==> src/hw/rtl/utcl_pkg.sv <==
package utcl_pkg;

   localparam int unsigned DaysWidth  = 17;
   localparam int unsigned ClockWidth = 17;
   localparam int unsigned EpochWidth = 32;

   localparam logic [11:0] CenturyBase   = 12'd2000;
   localparam logic [19:0] EpochDayBias  = 20'd719499;
   localparam logic [16:0] SecsPerDay    = 17'd86400;
   localparam logic [11:0] SecsPerHour   = 12'd3600;
   localparam logic [8:0]  DaysPerYear   = 9'd365;
   localparam logic [10:0] DaysPerQuad   = 11'd1461;
   localparam logic [16:0] DaysTo2000    = 17'd10957;

   // Configuration register indexes.
   localparam logic CsrZoneHours = 1'b0;
   localparam logic CsrZoneWest  = 1'b1;

   // One converted request on its way from the front part to the back part.
   typedef struct packed {
      logic [DaysWidth-1:0]  local_days;
      logic [ClockWidth-1:0] local_clock;
      logic [EpochWidth-1:0] epoch;
   } item_type;

   // Floor of 367 * m / 12 for the shifted month m.
   function automatic logic [8:0] month_term(input logic [3:0] m);
      logic [8:0] r;
      case (m)
         4'd1:    r = 9'd30;
         4'd2:    r = 9'd61;
         4'd3:    r = 9'd91;
         4'd4:    r = 9'd122;
         4'd5:    r = 9'd152;
         4'd6:    r = 9'd183;
         4'd7:    r = 9'd214;
         4'd8:    r = 9'd244;
         4'd9:    r = 9'd275;
         4'd10:   r = 9'd305;
         4'd11:   r = 9'd336;
         4'd12:   r = 9'd367;
         4'd13:   r = 9'd397;
         default: r = 9'd0;
      endcase
      return r;
   endfunction

   // Days before the first of month index k (0 is January).
   function automatic logic [8:0] cum_days(input logic lp, input logic [3:0] k);
      logic [8:0] r;
      case (k)
         4'd0:    r = 9'd0;
         4'd1:    r = 9'd31;
         4'd2:    r = 9'd59;
         4'd3:    r = 9'd90;
         4'd4:    r = 9'd120;
         4'd5:    r = 9'd151;
         4'd6:    r = 9'd181;
         4'd7:    r = 9'd212;
         4'd8:    r = 9'd243;
         4'd9:    r = 9'd273;
         4'd10:   r = 9'd304;
         4'd11:   r = 9'd334;
         default: r = 9'd365;
      endcase
      if (lp && k >= 4'd2) begin
         r = r + 9'd1;
      end
      return r;
   endfunction

   // Gregorian leap rule, exact from 1970 to 2200, which covers the years this block can reach.
   function automatic logic is_leap(input logic [11:0] y);
      return (y[1:0] == 2'b00) && (y != 12'd2100) && (y != 12'd2200);
   endfunction

endpackage

==> src/hw/rtl/utcl_front.sv <==
module utcl_front (
   input  logic                  clock,
   input  logic                  reset,
   input  logic                  accept,
   input  logic [6:0]            year_two_digit,
   input  logic [3:0]            month_in,
   input  logic [4:0]            day_in,
   input  logic [4:0]            hour_in,
   input  logic [5:0]            minute_in,
   input  logic [5:0]            second_in,
   input  logic [3:0]            zone_hours,
   input  logic                  zone_west,
   output logic                  occupied,
   output logic                  push,
   output utcl_pkg::item_type    push_item
);

   logic                              s1_valid_ff;
   logic                              s2_valid_ff;
   logic [utcl_pkg::DaysWidth-1:0]    days_ff, days_in;
   logic [utcl_pkg::ClockWidth-1:0]   tod_ff, tod_in;

   logic [11:0] y_c;
   logic [3:0]  m_c;
   logic [19:0] y_w;
   logic [19:0] c100;
   logic [19:0] c400;
   logic [19:0] sum_c;

   always_comb begin
      if (month_in <= 4'd2) begin
         m_c = month_in + 4'd10;
         y_c = utcl_pkg::CenturyBase + 12'(year_two_digit) - 12'd1;
      end else begin
         m_c = month_in - 4'd2;
         y_c = utcl_pkg::CenturyBase + 12'(year_two_digit);
      end
      y_w  = 20'(y_c);
      // Years span 1999 to 2127, so the century counts take only a few values.
      c100 = (y_c < 12'd2000) ? 20'd19 : ((y_c < 12'd2100) ? 20'd20 : 20'd21);
      c400 = (y_c < 12'd2000) ? 20'd4 : 20'd5;
      sum_c = y_w * 20'(utcl_pkg::DaysPerYear) + (y_w >> 2) - c100 + c400
            + 20'(utcl_pkg::month_term(m_c)) + 20'(day_in) - utcl_pkg::EpochDayBias;
      days_in = sum_c[utcl_pkg::DaysWidth-1:0];
      tod_in  = 17'(hour_in) * 17'(utcl_pkg::SecsPerHour) + 17'(minute_in) * 17'd60
              + 17'(second_in);
   end

   logic [33:0]        secs_c;
   logic [15:0]        off_c;
   logic signed [18:0] tods_c;

   always_comb begin
      secs_c = 34'(days_ff) * 34'(utcl_pkg::SecsPerDay) + 34'(tod_ff);
      off_c  = 16'(zone_hours) * 16'(utcl_pkg::SecsPerHour);
      if (zone_west) begin
         tods_c = signed'(19'(tod_ff)) - signed'(19'(off_c));
      end else begin
         tods_c = signed'(19'(tod_ff)) + signed'(19'(off_c));
      end
      push_item.epoch = secs_c[utcl_pkg::EpochWidth-1:0];
      // The time of day plus the offset lies within one day either side.
      if (tods_c < 0) begin
         push_item.local_days  = days_ff - 17'd1;
         push_item.local_clock = 17'(tods_c + signed'(19'(utcl_pkg::SecsPerDay)));
      end else if (tods_c >= signed'(19'(utcl_pkg::SecsPerDay))) begin
         push_item.local_days  = days_ff + 17'd1;
         push_item.local_clock = 17'(tods_c - signed'(19'(utcl_pkg::SecsPerDay)));
      end else begin
         push_item.local_days  = days_ff;
         push_item.local_clock = 17'(tods_c);
      end
   end

   always_ff @(posedge clock) begin
      if (reset) begin
         s1_valid_ff <= 1'b0;
         s2_valid_ff <= 1'b0;
      end else begin
         s1_valid_ff <= accept;
         s2_valid_ff <= s1_valid_ff;
      end
      if (accept) begin
         days_ff <= days_in;
         tod_ff  <= tod_in;
      end
   end

   assign occupied = s1_valid_ff | s2_valid_ff;
   assign push     = s2_valid_ff;

endmodule

==> src/hw/rtl/utcl_queue.sv <==
module utcl_queue (
   input  logic                  clock,
   input  logic                  reset,
   input  logic                  push,
   input  utcl_pkg::item_type    push_item,
   input  logic                  pop,
   output logic                  full,
   output logic                  not_empty,
   output utcl_pkg::item_type    head
);

   utcl_pkg::item_type mem_ff [2];
   logic       wr_ptr_ff;
   logic       rd_ptr_ff;
   logic [1:0] count_ff;

   always_ff @(posedge clock) begin
      if (reset) begin
         wr_ptr_ff <= 1'b0;
         rd_ptr_ff <= 1'b0;
         count_ff  <= 2'd0;
      end else begin
         if (push) begin
            wr_ptr_ff <= ~wr_ptr_ff;
         end
         if (pop) begin
            rd_ptr_ff <= ~rd_ptr_ff;
         end
         if (push && !pop) begin
            count_ff <= count_ff + 2'd1;
         end else if (pop && !push) begin
            count_ff <= count_ff - 2'd1;
         end
      end
      if (push) begin
         mem_ff[wr_ptr_ff] <= push_item;
      end
   end

   assign head      = mem_ff[rd_ptr_ff];
   assign full      = (count_ff == 2'd2);
   assign not_empty = (count_ff != 2'd0);

endmodule

==> src/hw/rtl/utcl_back.sv <==
module utcl_back (
   input  logic                  clock,
   input  logic                  reset,
   input  logic                  q_valid,
   input  utcl_pkg::item_type    q_item,
   output logic                  q_pop,
   output logic                  rsp_valid,
   output logic [11:0]           rsp_local_year,
   output logic [3:0]            rsp_local_month,
   output logic [4:0]            rsp_local_day,
   output logic [4:0]            rsp_local_hour,
   output logic [5:0]            rsp_local_minute,
   output logic [5:0]            rsp_local_second,
   output logic [31:0]           rsp_utc_epoch_seconds
);

   typedef enum logic [2:0] {
      ST_IDLE, ST_YEAR, ST_MONTH, ST_REM, ST_MIN, ST_OUT
   } state_type;

   state_type                         state_ff;
   logic [11:0]                       yr_ff;
   logic [utcl_pkg::DaysWidth-1:0]    rem_ff;
   logic [utcl_pkg::ClockWidth-1:0]   clk_ff;
   logic [31:0]                       epoch_ff;
   logic [3:0]                        mon_ff;
   logic [4:0]                        day_ff;
   logic [4:0]                        hour_ff;
   logic [11:0]                       rsec_ff;
   logic [5:0]                        min_ff;
   logic                              valid_ff;
   logic [11:0]                       year_out_ff;
   logic [3:0]                        mon_out_ff;
   logic [4:0]                        day_out_ff;
   logic [4:0]                        hour_out_ff;
   logic [5:0]                        min_out_ff;
   logic [5:0]                        sec_out_ff;
   logic [31:0]                       epoch_out_ff;

   logic        lp_c;
   logic [8:0]  ylen_c;
   logic [3:0]  mo_c;
   logic [33:0] hprod_c;
   logic [24:0] mprod_c;

   always_comb begin
      lp_c   = utcl_pkg::is_leap(yr_ff);
      ylen_c = utcl_pkg::DaysPerYear + 9'(lp_c);
      mo_c   = 4'd0;
      for (int k = 1; k < 12; k++) begin
         if (rem_ff >= 17'(utcl_pkg::cum_days(lp_c, 4'(k)))) begin
            mo_c = 4'(k);
         end
      end
      // Reciprocal multiplies, exact over a day and over an hour.
      hprod_c = 34'(clk_ff) * 34'd37283;
      mprod_c = 25'(rsec_ff) * 25'd4370;
   end

   assign q_pop = (state_ff == ST_IDLE) && q_valid;

   always_ff @(posedge clock) begin
      if (reset) begin
         state_ff <= ST_IDLE;
         valid_ff <= 1'b0;
      end else begin
         valid_ff <= (state_ff == ST_OUT);
         unique case (state_ff)
            ST_IDLE: begin
               if (q_valid) begin
                  if (q_item.local_days >= utcl_pkg::DaysTo2000) begin
                     yr_ff  <= 12'd2000;
                     rem_ff <= q_item.local_days - utcl_pkg::DaysTo2000;
                  end else begin
                     yr_ff  <= 12'd1970;
                     rem_ff <= q_item.local_days;
                  end
                  clk_ff   <= q_item.local_clock;
                  epoch_ff <= q_item.epoch;
                  state_ff <= ST_YEAR;
               end
            end
            ST_YEAR: begin
               // Inside 2000 to 2099 a four-year block always holds 1461 days.
               if (yr_ff >= 12'd2000 && yr_ff <= 12'd2096 && yr_ff[1:0] == 2'b00 &&
                   rem_ff >= 17'(utcl_pkg::DaysPerQuad)) begin
                  rem_ff <= rem_ff - 17'(utcl_pkg::DaysPerQuad);
                  yr_ff  <= yr_ff + 12'd4;
               end else if (rem_ff >= 17'(ylen_c)) begin
                  rem_ff <= rem_ff - 17'(ylen_c);
                  yr_ff  <= yr_ff + 12'd1;
               end else begin
                  state_ff <= ST_MONTH;
               end
            end
            ST_MONTH: begin
               mon_ff   <= mo_c + 4'd1;
               day_ff   <= 5'(rem_ff - 17'(utcl_pkg::cum_days(lp_c, mo_c)) + 17'd1);
               hour_ff  <= 5'(hprod_c >> 27);
               state_ff <= ST_REM;
            end
            ST_REM: begin
               rsec_ff  <= 12'(clk_ff - 17'(hour_ff) * 17'(utcl_pkg::SecsPerHour));
               state_ff <= ST_MIN;
            end
            ST_MIN: begin
               min_ff   <= 6'(mprod_c >> 18);
               state_ff <= ST_OUT;
            end
            ST_OUT: begin
               year_out_ff  <= yr_ff;
               mon_out_ff   <= mon_ff;
               day_out_ff   <= day_ff;
               hour_out_ff  <= hour_ff;
               min_out_ff   <= min_ff;
               sec_out_ff   <= 6'(rsec_ff - 12'(min_ff) * 12'd60);
               epoch_out_ff <= epoch_ff;
               state_ff     <= ST_IDLE;
            end
            default: begin
               state_ff <= ST_IDLE;
            end
         endcase
      end
   end

   assign rsp_valid             = valid_ff;
   assign rsp_local_year        = year_out_ff;
   assign rsp_local_month       = mon_out_ff;
   assign rsp_local_day         = day_out_ff;
   assign rsp_local_hour        = hour_out_ff;
   assign rsp_local_minute      = min_out_ff;
   assign rsp_local_second      = sec_out_ff;
   assign rsp_utc_epoch_seconds = epoch_out_ff;

endmodule

==> src/hw/rtl/utc_to_local_datetime.sv <==
// The year search of the back part steps four years at a time inside 2000 to 2099
// and one year elsewhere, so the time a request takes depends on its date.
// Throughput: one request per conversion, set by the year search of the back part;
// a two-entry queue lets the front take the next request while the back works.
// Results appear for one cycle on rsp_valid; the receiver cannot stall them.
// Reset is synchronous and active high; it sets zone_hours to 8 and zone_west to 0.
module utc_to_local_datetime (
   input  logic        clock,
   input  logic        reset,
   input  logic        start,
   output logic        busy,
   input  logic [6:0]  req_year_two_digit,
   input  logic [3:0]  req_month_in,
   input  logic [4:0]  req_day_in,
   input  logic [4:0]  req_hour_in,
   input  logic [5:0]  req_minute_in,
   input  logic [5:0]  req_second_in,
   output logic        rsp_valid,
   output logic [11:0] rsp_local_year,
   output logic [3:0]  rsp_local_month,
   output logic [4:0]  rsp_local_day,
   output logic [4:0]  rsp_local_hour,
   output logic [5:0]  rsp_local_minute,
   output logic [5:0]  rsp_local_second,
   output logic [31:0] rsp_utc_epoch_seconds,
   input  logic        csr_we,
   input  logic        csr_index,
   input  logic [3:0]  csr_wdata
);

   logic [3:0] zone_hours_ff;
   logic       zone_west_ff;

   always_ff @(posedge clock) begin
      if (reset) begin
         zone_hours_ff <= 4'd8;
         zone_west_ff  <= 1'b0;
      end else if (csr_we) begin
         if (csr_index == utcl_pkg::CsrZoneHours) begin
            zone_hours_ff <= csr_wdata;
         end else begin
            zone_west_ff <= csr_wdata[0];
         end
      end
   end

   logic               occupied;
   logic               push;
   utcl_pkg::item_type push_item;
   logic               q_full;
   logic               q_valid;
   logic               q_pop;
   utcl_pkg::item_type q_item;
   logic               accept;

   assign busy   = occupied | q_full;
   assign accept = start & ~busy;

   utcl_front u_front (
      .clock          (clock),
      .reset          (reset),
      .accept         (accept),
      .year_two_digit (req_year_two_digit),
      .month_in       (req_month_in),
      .day_in         (req_day_in),
      .hour_in        (req_hour_in),
      .minute_in      (req_minute_in),
      .second_in      (req_second_in),
      .zone_hours     (zone_hours_ff),
      .zone_west      (zone_west_ff),
      .occupied       (occupied),
      .push           (push),
      .push_item      (push_item)
   );

   utcl_queue u_queue (
      .clock     (clock),
      .reset     (reset),
      .push      (push),
      .push_item (push_item),
      .pop       (q_pop),
      .full      (q_full),
      .not_empty (q_valid),
      .head      (q_item)
   );

   utcl_back u_back (
      .clock                 (clock),
      .reset                 (reset),
      .q_valid               (q_valid),
      .q_item                (q_item),
      .q_pop                 (q_pop),
      .rsp_valid             (rsp_valid),
      .rsp_local_year        (rsp_local_year),
      .rsp_local_month       (rsp_local_month),
      .rsp_local_day         (rsp_local_day),
      .rsp_local_hour        (rsp_local_hour),
      .rsp_local_minute      (rsp_local_minute),
      .rsp_local_second      (rsp_local_second),
      .rsp_utc_epoch_seconds (rsp_utc_epoch_seconds)
   );

endmodule
==> config.mk <==
export PLATFORM = sky130hd
export DESIGN_NAME = utc_to_local_datetime
export DESIGN_NICKNAME = d
export VERILOG_FILES = /design/src/hw/rtl/utcl_pkg.sv /design/src/hw/rtl/utcl_front.sv /design/src/hw/rtl/utcl_queue.sv /design/src/hw/rtl/utcl_back.sv /design/src/hw/rtl/utc_to_local_datetime.sv
export SDC_FILE = /design/constraint.sdc
export NUM_CORES = 1
export LEC_CHECK = 0
export BUFFER_PORTS_ARGS = -buffer_cell sky130_fd_sc_hd__buf_2
export CAP_MARGIN = 20
export CORE_ASPECT_RATIO = 0.5
export CORE_UTILIZATION = 60
export DETAILED_ROUTE_END_ITERATION = 10
export GPL_TIMING_DRIVEN = 1
export PLACE_DENSITY = 0.87
export SYNTH_ARGS = -nofsm -noshare
export SYNTH_HDL_FRONTEND = slang
export SYNTH_SLANG_ARGS = --single-unit
==> constraint.sdc <==
create_clock -name clock -period 19.9 [get_ports clock]
set_clock_uncertainty 0.15 [all_clocks]
set_input_delay 0.995 -clock clock [delete_from_list [all_inputs] [get_ports clock]]
set_output_delay 0.995 -clock clock [all_outputs]
set_load 0.03 [all_outputs]
==> flow_summary.json, run 1 <==
{
  "run_status": "finished, final reports clean",
  "area_delta_synth_final_pct": 8.21,
  "timing.max_slew.rel_slack_pct": 30.0,
  "hold_class": "reg2reg",
  "cts.hold.buffers_added": 0,
  "clockBufferDepth": 3,
  "netlist_top_cells_area": "sky130_fd_sc_hd__edfxtp_1, sky130_fd_sc_hd__ha_1, sky130_fd_sc_hd__fa_1",
  "clk_pin_slew_worst_paths_ns": 0.06,
  "routed_wire_length_per_instance_um": 17.2,
  "cts_htree_levels": 2,
  "synth-seq-cells": 350,
  "worst-slew-pin-transition_ns": 1.04,
  "gp_congestion": 0.925,
  "cts-resized-gates": 0,
  "place_hpwl_um": 47100,
  "clock_tree_from_tritoncts": "yes",
  "clock-root-buffer": "sky130_fd_sc_hd__clkbuf_16",
  "drt-met1-wl_um": 26500,
  "layout.nets": 3645,
  "dieHeight_um": 162,
  "max_freq_mhz": 133,
  "ys.flop_type": "sky130_fd_sc_hd__edfxtp_1",
  "final_min_period_over_clock_period_pct": 37.9,
  "place_worst_setup_slack_ns": 11.89,
  "ant_nets": 0,
  "synth-adder-area-share_pct": 33.5,
  "wl_met3_um": 3200,
  "yosys.area_share.xor_xnor_pct": 6.23,
  "setup_viol_count_final": 0,
  "critical_path_buf_inv_count": 7,
  "drt-total-wl_um": 61900,
  "rows": 58,
  "place.port_buffers": 113,
  "die_width_um": 322,
  "post_synth_and_or_nand_nor_area_fraction_pct": 7.75,
  "maxCapViolCount": 0,
  "grt_antenna_before_repair": 0,
  "grt_first_pass_wirelength_um": 103000,
  "synth_enable_flop_cells": 334,
  "initial_core_util_pct": 60.9,
  "synth_top_cell_area_share_pct": 32.7,
  "synth.net_count": 3534,
  "setup_slack_ns": 12.36,
  "post-cts-setup-buffer-count": 0,
  "worstSkewPairLatency_ns": 0.54,
  "drt-initial-drc-count": 1394,
  "yosys_warnings": 0,
  "first_global_vias": 21500,
  "crit_family": "adder cells",
  "drive_above_1_share_pct": 9.70,
  "critical_path.slowest_cell": "sky130_fd_sc_hd__fa_1",
  "vias": 20800,
  "muxShareOfSynthArea_pct": 2.75,
  "cts_sinks": 350,
  "finalHoldWorstSlack_ns": 0.263,
  "period_needed_ns": 7.54,
  "critical_path_class": "in2reg",
  "pins_over_their_slew_limit": 0,
  "crit_path_arrival_time_ns": 7.68,
  "numCtsBuffers": 37,
  "floorplan.die_area_mm2": 0.0521,
  "post_route_drc": 0,
  "ys_seq_area_share_pct": 33.8,
  "cp-start-kind": "input port",
  "synth-async-reset-ratio_pct": 0,
  "library_cell_occupying_the_most_area_in_the_post_synthesis_netlist": "sky130_fd_sc_hd__edfxtp_1",
  "grt_overflow": 0,
  "combinational_family_with_the_most_area_after_synthesis": "adder cells",
  "critical_path.endpoint_type": "flop",
  "crit_path_max_fanout": 15,
  "totalNegativeSetupSlack_ns": 0,
  "ports": 114,
  "post_synth_most_frequent_cells": "sky130_fd_sc_hd__ha_1, sky130_fd_sc_hd__inv_1, sky130_fd_sc_hd__edfxtp_1",
  "drt-vias-per-instance": 5.75,
  "hold_violations": 0,
  "critical_path.most_common_cell": "sky130_fd_sc_hd__inv_1",
  "pin_count_of_the_biggest_net_entering_global_routing": 74,
  "netlist_instances": 2781,
  "routed.top_layer": "met4",
  "worst_ep_required_time_ns": 20.04,
  "synth_area_per_cell_um2": 11.0,
  "drtPass1Iterations": 6,
  "diodes": 0,
  "grt_setup_unrepaired": "false",
  "synth.distinct_cells": 97,
  "core_area_mm2": 0.0504,
  "synth_compound_area_share_pct": 9.76,
  "yosysMostFrequentCell": "sky130_fd_sc_hd__ha_1",
  "wl_met2_um": 30800,
  "grt.total_usage_pct": 24.3,
  "slowest_delay_ns": 0.53,
  "mappedNetlistArea_mm2": 0.0307
}
[stage by stage]
stage,area (um^2),util [%],cells
floorplan,30700,-,2781
global placement,32000,63.5,3543
detailed placement,32000,63.5,3543
CTS,33200,65.9,3609
global route,33200,65.9,3609
finish,33200,65.9,3609
[logic make-up (layout without fill, tap and decap cells)]
kind of cell / Yosys count / after routing
and+or+nand+nor: 471 / 471
DFF: 350 / 350
adders and majority gates: 711 / 711
muxes: 78 / 78
AOI/OAI and AO/OA: 453 / 453
xor gates and xnor gates: 214 / 214
buffers and inverters: 504 / 642
[final cells by class]
| cell class | count | area (um^2) |
|---|---|---|
| flip-flops and latches | 350 | 10400 |
| well taps | 690 | 863 |
| multi-input cells | 1927 | 18400 |
| clock inverters | 19 | 180 |
| repair buffers | 126 | 663 |
| inverters | 450 | 1690 |
| fillers | 3559 | 17200 |
| clock buffers | 47 | 1000 |
[flip-flops by register name (all words and copies together), names as in the netlist, 12 cells and up, named ones only]
register,flops
u_back.clk_ff,13
u_back.epoch_ff,32
u_back.rem_ff,17
u_back.rsec_ff,12
u_back.rsp_local_year,12
u_back.rsp_utc_epoch_seconds,32
u_back.yr_ff,12
u_front.days_ff,17
u_front.tod_ff,17
u_queue.mem_ff,124
[path summary, 6_finish.rpt]
path / start / endpoint / slack, ns / cells after the start
worst max-delay path: req_month_in[0] / u_front.days_ff[15] / 12.36 / 31
worst min-delay path: u_back.epoch_ff[5] / u_back.rsp_utc_epoch_seconds[5] / 0.26 / 0
worst max register to register: u_back.yr_ff[2] / u_back.day_ff[4] / 13.08 / 26
worst min register to register: u_back.epoch_ff[5] / u_back.rsp_utc_epoch_seconds[5] / 0.26 / 0
[layer usage]
layer	up-vias	track usage, %
met5	-	0
met4	0	6.39
met3	148	2.92
met2	632	43.9
met1	10100	31.0
li1	9905	-
[placed cells by master (no fill, tap or decap), drive strengths merged, types with 100 or more instances in the layout]
cell type and n:
a21oi 122, buf 126, edfxtp 334, fa 183, ha 528, inv 454
nand2 104, nor2 127, o21ai 100, xnor2 151
Power of run 1 is not shown: default switching activity piles up to over one toggle a cycle in this logic, so the estimate is an artifact.
==> run 2, diff against run 1 <==
Clock period 19.9 ns to 7.5 ns, I/O delays scaled along.
==> flow_summary.json, run 2 (same netlist as run 1, synthesis figures left out) <==
{
  "grt.total_usage_pct": 25.5,
  "pins_over_their_slew_limit": 0,
  "cts_sinks": 350,
  "clk_pin_slew_worst_paths_ns": 0.07,
  "grt_antenna_before_repair": 1,
  "area_delta_synth_final_pct": 8.75,
  "top_register": "u_queue.mem_ff",
  "worst-slew-pin-transition_ns": 1.10,
  "clock_tree_from_tritoncts": "yes",
  "slowest_delay_ns": 0.54,
  "drt-initial-drc-count": 1865,
  "first_global_vias": 21900,
  "floorplan.die_area_mm2": 0.0521,
  "vias": 21100,
  "totalNegativeSetupSlack_ns": 0,
  "die_width_um": 322,
  "rows": 58,
  "run_status": "finished, final reports clean",
  "gp_congestion": 0.934,
  "drtPass1Iterations": 8,
  "post_route_drc": 0,
  "initial_core_util_pct": 60.9,
  "place_hpwl_um": 48200,
  "r2r_setup_slk_ns": 1.04,
  "numCtsBuffers": 35,
  "period_needed_ns": 6.55,
  "layout.nets": 3661,
  "drt-vias-per-instance": 5.82,
  "drive_above_1_share_pct": 10.0,
  "setup_viol_count_final": 0,
  "cp-start-kind": "input port",
  "place_worst_setup_slack_ns": 0.417,
  "cts-resized-gates": 0,
  "ports": 114,
  "grt_first_pass_wirelength_um": 108000,
  "drt-total-wl_um": 65300,
  "setup_slack_ns": 0.954,
  "final_cell_mix": "sky130_fd_sc_hd__ha_1, sky130_fd_sc_hd__inv_1, sky130_fd_sc_hd__edfxtp_1",
  "timing.rr.end": "u_queue.mem_ff[0][31]",
  "worstSkewPairLatency_ns": 0.56,
  "largest_reg_flops": 124,
  "critical_path.slowest_cell": "sky130_fd_sc_hd__fa_1",
  "worst_hold_path.num_cells": 2,
  "cp_num_cells": 27,
  "maxCapViolCount": 0,
  "final_min_period_over_clock_period_pct": 87.3,
  "cp-startpoint": "req_month_in[0]",
  "hold_class": "in2reg",
  "clock-root-buffer": "sky130_fd_sc_hd__clkbuf_16",
  "crit_path_arrival_time_ns": 6.70,
  "crit_path_max_fanout": 15,
  "critical_path_class": "in2reg",
  "crit_family": "adder cells",
  "crit-reg2reg-launch": "u_front.days_ff[5]",
  "grt_overflow": 0,
  "final_core_util_pct": 66.2,
  "critical_path_buf_inv_count": 7,
  "grt_setup_unrepaired": "false",
  "clockBufferDepth": 3,
  "crit_path_end": "u_front.days_ff[16]",
  "final_design_area_no_fill_mm2": 0.0333,
  "place.port_buffers": 113,
  "timing.hold.worst.start": "req_second_in[2]",
  "critical_path.most_common_cell": "sky130_fd_sc_hd__inv_1",
  "ant_nets": 0,
  "hold_violations": 0,
  "routed_wire_length_per_instance_um": 18.0,
  "dieHeight_um": 162,
  "mostFrequentLayoutCell": "sky130_fd_sc_hd__ha_1",
  "pin_count_of_the_biggest_net_entering_global_routing": 63,
  "timing.max_slew.rel_slack_pct": 26.2,
  "post-cts-setup-buffer-count": 0,
  "critical_path.endpoint_type": "flop",
  "placed_area_mm2": 0.0321,
  "core_area_mm2": 0.0504,
  "rr_worst_depth": 20,
  "n_fill_cell": 3553,
  "max_freq_mhz": 153,
  "worst_ep_required_time_ns": 7.65,
  "cts_htree_levels": 2
}
==> run 2: changes by cell type in the layout (fill, tap and decap cells not counted), sizes merged, moves of 3 or more <==
cell	delta
buf	+9
dlygate4sd3	+9
clkinv	+5
clkinvlp	-3
clkbuf	-7
bufinv	+3
==> run 2: metrics by stage <==
stage / instances / hold WS (ns)
after CTS: 3624 / 0.0676
after detailed placement: 3552 / 0.255
after global placement: 3552 / 0.252
after floorplan: 2781 / 0.250
after global routing: 3625 / 0.0684
final: 3625 / 0.0785
==> run 2: how the worst min path moves through the flow <==
stage                                  endpoint  slack, ns
2_1_floorplan           u_back.rsp_local_day[0]       0.25
3_3_place_gp   u_back.rsp_utc_epoch_seconds[26]       0.25
3_5_place_dp   u_back.rsp_utc_epoch_seconds[11]       0.25
4_1_cts                       u_front.tod_ff[2]       0.07
5_1_grt                       u_front.tod_ff[2]       0.07
6_report                      u_front.tod_ff[2]       0.08
==> run 2: repair_timing <==
action,4_1_cts,5_1_grt
endpoints found under the hold margin,7,0
hold buffers,9,0
endpoints found under the setup margin,0,0
==> run 2: layer usage <==
layer	track usage (%)	vias up	wire (um)
met5	0	-	0
met4	7.79	0	1850
met3	3.62	177	4060
met2	46.3	797	32500
met1	31.6	10200	26900
li1	-	9932	-
==> run 2: worst register-to-register path, stage by stage (launching register included) <==
cell and delay, ns:
sky130_fd_sc_hd__edfxtp_1 0.65, sky130_fd_sc_hd__ha_1 0.41, sky130_fd_sc_hd__inv_1 0.06, sky130_fd_sc_hd__fa_1 0.50, sky130_fd_sc_hd__inv_1 0.06, sky130_fd_sc_hd__fa_1 0.45, sky130_fd_sc_hd__ha_1 0.29, sky130_fd_sc_hd__inv_1 0.05
sky130_fd_sc_hd__fa_1 0.49, sky130_fd_sc_hd__inv_1 0.04, sky130_fd_sc_hd__ha_1 0.44, sky130_fd_sc_hd__nand2_1 0.10, sky130_fd_sc_hd__nor4_1 0.28, sky130_fd_sc_hd__a211o_2 0.21, sky130_fd_sc_hd__nand4_1 0.20, sky130_fd_sc_hd__and2_2 0.31
sky130_fd_sc_hd__o311ai_2 0.33, sky130_fd_sc_hd__or3b_4 0.45, sky130_fd_sc_hd__nor4b_4 0.26, sky130_fd_sc_hd__and4b_1 0.24, sky130_fd_sc_hd__xnor3_1 0.23
==> run 2: cell type report <==
type / instances / area (um^2) / area share, %
sequential: 350 / 10400 / 31.0
antenna: 1 / 2.50 / 0.00750
tap: 690 / 863 / 2.59
multi-input combinational: 1927 / 18400 / 55.3
clock buffer: 40 / 905 / 2.71
timing repair buffer: 144 / 821 / 2.46
clock inverter: 23 / 285 / 0.856
inverter: 450 / 1690 / 5.07
Power of run 2 is left out for the same reason.
